[src/rtl/core/srst_pkg.sv]
package srst_pkg;

  localparam int RING_SLOTS      = 16;
  localparam int MAX_ANTENNAS    = 256;
  localparam int TIMES_PER_BLOCK = 16;

  localparam int SlotW = $clog2(RING_SLOTS);
  localparam int AntW  = $clog2(MAX_ANTENNAS);
  localparam int AddrW = SlotW + AntW;
  localparam int WmW   = 13;

  // Operation codes.
  localparam logic [2:0] OP_WRITE   = 3'd0;
  localparam logic [2:0] OP_CLAIM   = 3'd1;
  localparam logic [2:0] OP_RELEASE = 3'd2;
  localparam logic [2:0] OP_MARK    = 3'd3;
  localparam logic [2:0] OP_FLUSH   = 3'd4;
  localparam logic [2:0] OP_CHECK   = 3'd5;

  // Slot states.
  localparam logic [1:0] ST_EMPTY      = 2'd0;
  localparam logic [1:0] ST_FILLING    = 2'd1;
  localparam logic [1:0] ST_READY      = 2'd2;
  localparam logic [1:0] ST_PROCESSING = 2'd3;

  // Configuration register indexes.
  localparam logic [1:0] CFG_BLOCKS = 2'd0;
  localparam logic [1:0] CFG_TOTAL  = 2'd1;
  localparam logic [1:0] CFG_ACTIVE = 2'd2;

  typedef struct packed {
    logic [2:0]  operation;
    logic [47:0] split_index;
    logic [7:0]  first_antenna;
    logic [8:0]  antenna_count;
    logic [11:0] block_offset;
    logic [11:0] block_count;
    logic [47:0] timestamp;
    logic [8:0]  channel;
  } in_item_t;

  typedef struct packed {
    logic        accepted;
    logic [3:0]  slot_index;
    logic [1:0]  slot_state;
    logic [12:0] min_watermark;
    logic [31:0] packet_total;
    logic [31:0] sample_total;
    logic [47:0] earliest_time;
    logic [8:0]  slot_channel;
    logic        reset_done;
  } out_item_t;

  // Commands from the controller to the datapath.
  typedef struct packed {
    logic load;
    logic exec_op;
    logic write_go;
    logic clr_step;
    logic upd_wr;
    logic upd_meta;
    logic min_rd;
    logic fin;
    logic out_load;
  } cmd_t;

  // Status from the datapath to the controller.
  typedef struct packed {
    logic is_write;
    logic write_ok;
    logic slot_empty;
    logic clr_last;
    logic upd_more;
    logic min_last;
    logic out_free;
  } status_t;

endpackage

[src/rtl/core/srst_ctrl.sv]
module srst_ctrl (
  input  logic             clk,
  input  logic             rst,
  input  logic             in_valid,
  output logic             in_stall,
  input  srst_pkg::status_t sts,
  output srst_pkg::cmd_t    cmd
);
  import srst_pkg::*;

  localparam logic [3:0] S_IDLE   = 4'd0;
  localparam logic [3:0] S_DECIDE = 4'd1;
  localparam logic [3:0] S_CLR    = 4'd2;
  localparam logic [3:0] S_UPD    = 4'd3;
  localparam logic [3:0] S_UPD_WR = 4'd4;
  localparam logic [3:0] S_META   = 4'd5;
  localparam logic [3:0] S_MIN    = 4'd6;
  localparam logic [3:0] S_TAIL   = 4'd7;
  localparam logic [3:0] S_FIN    = 4'd8;
  localparam logic [3:0] S_OUT    = 4'd9;

  logic [3:0] state;
  logic [3:0] state_next;

  assign in_stall = (state != S_IDLE);

  // Sequencing of one request through the watermark memory.
  always_comb begin
    state_next = state;
    cmd = '0;
    unique case (state)
      S_IDLE: begin
        if (in_valid) begin
          cmd.load = 1'b1;
          state_next = S_DECIDE;
        end
      end
      S_DECIDE: begin
        if (sts.is_write) begin
          if (sts.write_ok) begin
            cmd.write_go = 1'b1;
            state_next = sts.slot_empty ? S_CLR : S_UPD;
          end else begin
            state_next = S_MIN;
          end
        end else begin
          cmd.exec_op = 1'b1;
          state_next = S_MIN;
        end
      end
      S_CLR: begin
        cmd.clr_step = 1'b1;
        if (sts.clr_last) begin
          state_next = S_UPD;
        end
      end
      S_UPD: begin
        state_next = sts.upd_more ? S_UPD_WR : S_META;
      end
      S_UPD_WR: begin
        cmd.upd_wr = 1'b1;
        state_next = S_UPD;
      end
      S_META: begin
        cmd.upd_meta = 1'b1;
        state_next = S_MIN;
      end
      S_MIN: begin
        cmd.min_rd = 1'b1;
        if (sts.min_last) begin
          state_next = S_TAIL;
        end
      end
      S_TAIL: begin
        state_next = S_FIN;
      end
      S_FIN: begin
        cmd.fin = 1'b1;
        state_next = S_OUT;
      end
      S_OUT: begin
        if (sts.out_free) begin
          cmd.out_load = 1'b1;
          state_next = S_IDLE;
        end
      end
      default: begin
        state_next = S_IDLE;
      end
    endcase
  end

  always_ff @(posedge clk) begin
    if (rst) begin
      state <= S_IDLE;
    end else begin
      state <= state_next;
    end
  end

endmodule

[config.mk]
export PLATFORM = sky130hd
export DESIGN_NAME = srst_ctrl
export DESIGN_NICKNAME = d
export VERILOG_FILES = /design/src/rtl/core/srst_pkg.sv /design/src/rtl/core/srst_ctrl.sv
export SDC_FILE = /design/constraint.sdc
export NUM_CORES = 1
export LEC_CHECK = 0
export BUFFER_PORTS_ARGS = -buffer_cell sky130_fd_sc_hd__buf_2
export CORE_AREA = 2 2 39 41
export DETAILED_ROUTE_END_ITERATION = 10
export DIE_AREA = 0 0 41 43
export PLACE_DENSITY_LB_ADDON = 0.12
export SYNTH_ARGS = -nofsm -noshare
export SYNTH_HDL_FRONTEND = slang
export SYNTH_SLANG_ARGS = --single-unit
[constraint.sdc]
create_clock -name clk -period 3.3 [get_ports clk]
set_clock_uncertainty 0.1 [all_clocks]
set_input_delay 0.33 -clock clk [delete_from_list [all_inputs] [get_ports clk]]
set_output_delay 0.33 -clock clk [all_outputs]
set_load 0.01 [all_outputs]
==> results of run 1 <==
==> worst paths after layout <==
kind,slack (ps),cells past startpoint,from,end
setup / recovery,1530,3,state[0]$_SDFFE_PP0P_,cmd[6]
setup reg to reg,1670,4,state[3]$_SDFFE_PP0P_,state[0]$_SDFFE_PP0P_
hold / removal,210,2,rst,state[0]$_SDFFE_PP0P_
hold reg to reg,580,2,state[2]$_SDFFE_PP0P_,state[2]$_SDFFE_PP0P_
==> power by group through the flow <==
stage / logic, mW / clock network (mW) / registers, mW
2_1_floorplan: 0.0772 / 0 / 0.0633
3_3_place_gp: 0.0879 / 0 / 0.0819
4_1_cts: 0.0869 / 0.0644 / 0.0806
3_5_place_dp: 0.0864 / 0 / 0.0809
5_1_grt: 0.0955 / 0.0668 / 0.0823
6_report: 0.0856 / 0.0606 / 0.0812
==> worst max-delay path, stage by stage (launching register included) <==
cell      delay, ps
dfxtp_1         610
nand2b_4        110
nor4_1          220
buf_2           170
==> cell families after synthesis <==
group,Yosys count
buffers and inverters,6
DFF,4
and+or+nand+nor,29
AOI/OAI and AO/OA,11
==> metrics by stage <==
stage	hold slack, ps	setup WS [ps]	instances	power [mW]	utilization
5_1_grt	203.9	1448	84	0.2445	0.3508
3_3_place_gp	449.2	1690	81	0.1698	0.3345
2_1_floorplan	296.2	1855	50	0.1405	-
3_5_place_dp	447.0	1681	81	0.1673	0.3345
4_1_cts	193.8	1524	84	0.2319	0.3508
6_report	209.0	1528	84	0.2274	0.3508
==> cell usage after synthesis <==
library cell and number:
o21ai_0 1, and2b_1 1, and2_4 1, nand2_1 4, o32ai_1 1, a21oi_1 1, or3_4 1, or3_1 1
buf_2 2, o21ba_1 1, nand4b_1 1, inv_2 1, a311oi_1 1, nor4_1 2, inv_1 1, nand2b_1 1
dfxtp_1 4, o21a_1 1, nor2_1 6, clkbuf_1 2, nor2b_1 1, o21ai_1 1, a2111oi_0 1, a221oi_2 1
and3_1 1, nor3_1 7, nand2b_4 2, a31oi_1 2
==> cell type report <==
class / count / area [sq um] / area share
timing repair buffer: 19 / 95.09 / 0.1959
clock buffer: 3 / 22.52 / 0.04639
tap: 16 / 20.02 / 0.04124
inverter: 2 / 7.507 / 0.01546
multi-input combinational: 40 / 260.3 / 0.5361
sequential: 4 / 80.08 / 0.1649
==> metal layers <==
metal  track usage  share of wire
met5             0              0
met4       0.08000              0
met3       0.01571          0.032
met2        0.1719           0.52
met1        0.1310           0.45
==> impl_results.md, run 1 <==
- CTS Buf Count: 3
- First-pass GRT wire length: 1352 um
- F_max: 0.5643 GHz
- Synth warn: 0
- Final min period: between 1500 and 2000 ps
- I/O Buffers: 19
- GP Congestion: 0.7190
- Post-CTS Setup Inserts: 0
- Routed len/inst: 11.38 um
- Design area: 485.5 sq um
- Vias in the first global route: 353
- Cell area after synthesis: 365.4 sq um
- CP Capture Type: primary output
- # setup viols final: 0
- Synth Area in XOR/XNOR: 0
- Compound-Gate Fraction of Synth Area: 0.2363
- Worst min path class: in -> reg
- N_diodes: 0
- Syn Area/Cell: around 7.3 sq um
- Synth top area share: 0.2192
- Clk slew on worst S/H paths: 40 ps
- Critical path peak fanout: 13
- Fill cell instance count of the final layout: between 150 and 200
- Die Width: 41 um
- Mux contribution to synthesized area: 0
- Post-Synthesis Cells: 50
- Largest family of logic cells by synthesized area: simple AND/OR/NAND/NOR gates
- Combinational power share: 0.376
- Power density cells: 468.4 mW/mm^2
- Startpoint Class: register
- Outcome: completed
- Maximum VDD drop: 0.1325 mV
- Area leader, netlist: dfxtp_1
- Adder-cell area share of the yosys netlist: 0
- Post-synthesis sequential area ratio: 0.2192
- Sw Ratio: 0.3791
- Io pins: 20
- Vias: 429
- Critical path class: reg -> out
- Vias per cell: 5.107
- Die area: roughly 0.0018 sq mm
- 1st-iter DRT viols: 7
- Clock power frac: 0.267
- Layout cells sized above 1: 0.4118
- Net Sw Power: 0.08620 mW
- Worst EP arrival: 1340 ps
- Largest net degree at the start of global routing: 16
- Initial antenna violation count: 0
- Clk buf depth: 2
- Rows: 14
- Total of max-cap violations: 0
- Pins Over Slew Limit: 0
- Clock sink total: 4
- Fin. Hold Viols: 0
- P_leak: 0.2176 nW
- # DRC: 0
- Slew Limit Headroom: 0.6783
- Synth Area in Simple Gates: 0.4760
- GRT Overall Usage: 0.1112
- Clock Latency Late Sink: 230 ps
- Nets: 80
- Flop pwr share: 0.357
- CTS tree: done
- Hold-fix buffers, CTS: 0
- Hpwl dp: 716.7 um
- CTS root buf: clkbuf_4
- Max FFs per register: 4
- Largest Register: state
- Worst Max-Slew Pin Slew: 481.9 ps
- Period utilization: 0.5370
- Initial Util: 0.2640
- Wirelength, routed: ~960 um
- Most frequent cells in the layout: buf_2, nor3_1, nor2_1
- Top Registers: state x4
- CP Data Required Time: 2870 ps
- Final setup TNS: 0 ps
- Netlist cell types: 28
- Layout area overhead: 32.88%
- Post-cts gate resize count: 0
- Synthesized flop and latch total: 4
- Top cells by area, synth: dfxtp_1, nor3_1, nand2b_4
- Post-DRT Antenna Nets: 0
- Die height: 43 um
- P_int: roughly 0.14 mW
- H-tree lvl count: 1
- Commonest non-fill, non-tap cell in the layout: buf_2
- Drt pass-1 iters: 2
- Placed Area: 462.9 sq um
- Post-synth net total: 60
- RSZ-0062 raised after global routing: false
- Total core area: 0.001384 sq mm
- Grt total ovfl: 0
Note: power is estimated with default switching activity, not from simulation.
==> run 2, diff against run 1 <==
==> constraint.sdc (replaced) <==
create_clock -name clk -period 1.57 [get_ports clk]
set_clock_uncertainty 0.1 [all_clocks]
set_input_delay 0.157 -clock clk [delete_from_list [all_inputs] [get_ports clk]]
set_output_delay 0.157 -clock clk [all_outputs]
set_load 0.01 [all_outputs]
==> run 2 against run 1 <==
Against the previous run: routed wire length grew 1.8%; first-iteration DRC count shrank 14%; count of clock-buffer cells in the layout is the same; hold slack lost 190 ps; clock power grew 120%; critical endpoint is now state[0]$_SDFFE_PP0P_; largest cell class unchanged; largest power group unchanged; highest routed layer is now met4.
==> impl_results.md, run 2 (synthesized netlist as in run 1, its figures left out) <==
- Outcome: completed
- Most frequent cells in the layout: buf_2, nor3_1, nor2_1
- Worst slack at placement: 116.3 ps
- Worst EP arrival: 1530 ps
- Min-Delay Path Depth: 2
- Routed len/inst: 10.93 um
- Rows: 14
- CP Capture Type: register
- Clock Latency Late Sink: 240 ps
- Worst min path class: in -> reg
- Grt total ovfl: 0
- Largest Register: state
- F_max: roughly 0.68 GHz
- N_diodes: 0
- Hold-fix buffers, CTS: 0
- Area of the multi-input gates: 260.3 sq um
- Hold EP: state[3]$_SDFFE_PP0P_
- Vias in the first global route: 367
- Clock sink total: 4
- Critical path peak fanout: 6
- Period utilization: 0.9401
- Max FFs per register: 4
- Flop pwr share: 0.277
- Layout area overhead: 43.84%
- Power density cells: 980.1 mW/mm^2
- # DRC: 0
- CTS root buf: clkbuf_4
- Layout cells sized above 1: 0.4795
- Die height: 43 um
- Total core area: between 0.001 and 0.0015 sq mm
- Worst R2R End: state[0]$_SDFFE_PP0P_
- Worst Max-Slew Pin Slew: 300.2 ps
- # setup viols final: 0
- RR Startpoint: state[0]$_SDFFE_PP0P_
- Sw Ratio: 0.3754
- Vias: 436
- Met3 global-route usage: 0.07853
- Io pins: 20
- Post-DRT Antenna Nets: 0
- GRT busiest layer: met1
- Hpwl dp: 780.5 um
- Top Registers: state x4
- Initial antenna violation count: 0
- Vias per cell: between 4 and 5
- CTS tree: done
- Clk slew on worst S/H paths: 40 ps
- Critical path class: reg -> reg
- CTS Buf Count: 3
- Initial Util: 0.2640
- Grt met1 use: 0.1865
- CP Data Required Time: 1630 ps
- Hold_ws: 23.94 ps
- Pins Over Slew Limit: 0
- Reg2reg setup slack: 90 ps
- Net Sw Power: 0.1933 mW
- Seq. cell area: 82.58 sq um
- Die area: between 0.0015 and 0.002 sq mm
- Fin. Hold Viols: 0
- I/O Buffers: 19
- Overall power: 0.5150 mW
- Clock power frac: 0.259
- FF-to-FF path depth: 4
- H-tree lvl count: 1
- First-pass GRT wire length: 1538 um
- Startpoint Class: register
- Total of max-cap violations: 0
- Final min period: 1476 ps
- Wirelength, routed: 973 um
- Die Width: 41 um
- GRT Overall Usage: 0.1315
- Setup WS post-layout: between 90 and 100 ps
- Maximum VDD drop: 0.2792 mV
- P_leak: 0.2446 nW
- Nets: 85
- Final setup TNS: 0 ps
- Drt pass-1 iters: 4
- Commonest non-fill, non-tap cell in the layout: buf_2
- Slew Limit Headroom: 0.7947
- P_int: approximately 0.32 mW
- Clk buf depth: 2
- Fill cell instance count of the final layout: 158
- GP Congestion: 0.7576
- Combinational power share: 0.464
- RSZ-0062 raised after global routing: false
- Met2 Usage GRT: 0.1625
- Largest net degree at the start of global routing: 13
- Hold wc startpoint: rst
- 1st-iter DRT viols: 6
[run 2: routing by layer]
| layer | wire, um | vias up | share of wire |
|---|---|---|---|
| met2 | 446 | 11 | 0.46 |
| li1 | - | 229 | - |
| met1 | 461 | 193 | 0.47 |
| met3 | 54 | 3 | 0.055 |
| met5 | 0 | - | 0 |
| met4 | 11 | 0 | 0.011 |
[run 2: power groups by stage]
| stage | logic, mW | registers, mW | clock network, mW |
|---|---|---|---|
| after floorplan | 0.162 | 0.133 | 0 |
| after global placement | 0.243 | 0.145 | 0 |
| after detailed placement | 0.239 | 0.143 | 0 |
| after CTS | 0.240 | 0.141 | 0.139 |
| after global routing | 0.264 | 0.146 | 0.146 |
| final | 0.239 | 0.143 | 0.133 |
[run 2: worst max-delay path by stage]
stage	endpoint	depth (start not counted)	slack, ps	from
CTS	cmd[5]	4	60	state[1]$_SDFFE_PP0P_
global route	cmd[4]	4	10	state[3]$_SDFFE_PP0P_
floorplan	state[0]$_SDFFE_PP0P_	4	220	state[2]$_SDFFE_PP0P_
detailed placement	state[0]$_SDFFE_PP0P_	4	120	state[1]$_SDFFE_PP0P_
global placement	state[0]$_SDFFE_PP0P_	4	100	state[1]$_SDFFE_PP0P_
finish	state[0]$_SDFFE_PP0P_	4	90	state[0]$_SDFFE_PP0P_
[run 2: timing repair]
item / CTS / global route
endpoints found under the setup margin: 0 / 4
gates resized for setup: 0 / 2
buffers inserted: 0 / 0
[run 2: worst max-delay path, stage by stage, from the launching register on]
cell and delay (ps):
dfxtp_1 460, nand2b_4 100, or3_4 340, and2_4 170, a221oi_2 220
[run 2: layout make-up]
cell class                      count  share of cell area
Multi-Input combinational cell     40              0.4952
Timing Repair Buffer               24              0.2524
Sequential cell                     4              0.1571
Clock buffer                        3             0.04286
Tap cell                           16             0.03810
Inverter                            2             0.01429
[run 2: metrics by stage]
step / instances / instance area [sq um] / utilization
4_1_cts: 89 / 523.0 / 0.3779
6_report: 89 / 525.5 / 0.3797
5_1_grt: 89 / 525.5 / 0.3797
2_1_floorplan: 50 / 365.4 / -
3_5_place_dp: 86 / 500.5 / 0.3617
3_3_place_gp: 86 / 500.5 / 0.3617
==> run 3, diff against run 2 <==
--- a/config.mk
+++ b/config.mk
@@ -5,6 +5,7 @@
 export SDC_FILE = /design/constraint.sdc
 export NUM_CORES = 1
 export LEC_CHECK = 0
+export ABC_AREA = 1
 export BUFFER_PORTS_ARGS = -buffer_cell sky130_fd_sc_hd__buf_2
 export CORE_AREA = 2 2 39 41
 export DETAILED_ROUTE_END_ITERATION = 10
==> run 3 against run 2 <==
Against the previous run: power rose by 30%; fmax rose by 1.2%; first-iteration DRC count rose by 50%; sequential power grew 33%.
==> impl_results.md, run 3 <==
- Outcome: completed
- Post-synth net total: between 70 and 80
- Largest net degree at the start of global routing: 10
- Startpoint Class: register
- Drt pass-1 iters: 4
- Layout area overhead: 36.04%
- RSZ-0062 raised after global routing: false
- CTS Buf Count: 3
- Period utilization: 0.9292
- Post-synthesis sequential area ratio: 0.2261
- Placed Area: 457.9 sq um
- Commonest non-fill, non-tap cell in the layout: buf_2
- N_diodes: 0
- Post-Synthesis Cells: 61
- Design area: 481.7 sq um
- Max FFs per register: 4
- Clk slew on worst S/H paths: roughly 40 ps
- Slew Limit Headroom: 0.8409
- Netlist cell types: 15
- Hold_ws: between 30 and 40 ps
- Total core area: approximately 0.0014 sq mm
- Commonest cells in the netlist: nor2_1, nand2_1, nand3_1, inv_1, inv_2
- Top cells by area, synth: dfxtp_1, nor2_1, nand3_1
- Worst Max-Slew Pin Slew: approximately 240 ps
- Area leader, netlist: dfxtp_1
- Post-DRT Antenna Nets: 0
- Io pins: 20
- CP Capture Type: primary output
- Routed len/inst: 8.827 um
- Synthesized flop and latch total: 4
- Final min period: 1459 ps
- Synth warn: 0
- 1st-iter DRT viols: 9
- Final Util: 0.3481
- Seq. cell area: 81.33 sq um
- CP Data Required Time: 1310 ps
- Ys flop type: dfxtp_1
- F_max: 0.6855 GHz
- Clock Latency Late Sink: around 230 ps
- Die area: 0.001763 sq mm
- # setup viols final: 0
- Die Width: approximately 41 um
- Initial Util: 0.2559
- Initial antenna violation count: 0
- Fill cell instance count of the final layout: 163
- Vias per cell: 4.510
- Post-CTS Setup Inserts: 0
- Count leader, synth: nor2_1
- Final setup TNS: 0 ps
- GRT Overall Usage: 0.1123
- Fin. Hold Viols: 0
- RR Startpoint: state[1]$_SDFFE_PP0P_
- Overall power: 0.6673 mW
- H-tree lvl count: 1
- Power density cells: ~1400 mW/mm^2
- Clock sink total: 4
- Most frequent cells in the layout: buf_2, nor2_1, nand2_1
- Rows: 14
- Synth top area share: 0.2261
- P_leak: 0.2675 nW
- # DRC: 0
- Hpwl dp: 720.9 um
- Vias: about 440
- CP Launch Point: state[1]$_SDFFE_PP0P_
- Worst EP arrival: ~1200 ps
- Ys async rst share: 0
- Nets: 94
- Total of max-cap violations: 0
- Worst min path class: in -> reg
- I/O Buffers: 19
- Pins Over Slew Limit: 0
- Maximum VDD drop: 0.6561 mV
- Critical path peak fanout: 5
- Critical path class: reg -> out
- Vias in the first global route: 382
- Area of the multi-input gates: between 200 and 250 sq um
- Grt total ovfl: 0
- First-pass GRT wire length: 1407 um
- CTS root buf: clkbuf_4
- Clk buf depth: 2
- CTS tree: done
- Syn Area/Cell: 5.805 sq um
- Layout cells sized above 1: 0.4512
- Cell area after synthesis: 354.1 sq um
- Number of enable flip-flop cells after synthesis: 0
- Top Registers: state x4
- Wirelength, routed: 865 um
- Hold wc startpoint: rst
- GP Congestion: between 0.7 and 0.8
- Die height: between 40 and 50 um
- Largest Register: state
-- run 3: area by class of cell --
cell class	instances	area share
clock buffer	3	0.04675
inverter	12	0.09351
multi-input combinational	44	0.4519
sequential	4	0.1688
tap	16	0.04156
timing repair buffer	19	0.1974
-- run 3: kinds of logic after synthesis --
logic type	after synthesis	share of synthesized area
AOI/OAI and AO/OA	5	0.07422
buffers and inverters	13	0.1590
DFF	4	0.2262
and+or+nand+nor	39	0.5406
-- run 3: critical path, stage by stage, from the launching register on --
cell and delay [ps]:
dfxtp_1 360, inv_2 110, nand2_2 70, nor2_2 150, inv_1 70, nor2_1 70
buf_2 130
-- run 3: through the flow --
stage | setup slack [ps] | cells
floorplan | 387.7 | 61
global placement | 247.7 | 95
detailed placement | 243.7 | 95
CTS | 94.03 | 98
global route | 2.036 | 98
finish | 111.2 | 98
-- run 3: final timing paths --
path,endpoint,slack [ps],depth (start not counted)
min reg2reg,state[0]$_SDFFE_PP0P_,560,3
max,cmd[6],110,6
max reg2reg,state[0]$_SDFFE_PP0P_,350,7
min,state[0]$_SDFFE_PP0P_,30,2
-- run 3: metal layers --
metal / global-route usage / share of wire / vias to the layer above
met5: 0 / 0 / -
met4: 0.06667 / 0 / 0
met3: 0.01571 / 0.046 / 0
met2: 0.1594 / 0.47 / 12
met1: 0.1538 / 0.48 / 193
li1: - / - / 237
-- run 3: what timing repair did --
action	4_1_cts	5_1_grt
hold buffers	0	0
resized for setup	1	0
endpoints found under the setup margin	2	0
-- run 3: report_power, final --
group / internal (mW) / switching (mW) / total [mW]
Clock: 0.0853 / 0.0385 / 0.124
Sequential: 0.132 / 0.0586 / 0.190
Combinational: 0.134 / 0.220 / 0.353
Total: 0.351 / 0.317 / 0.667
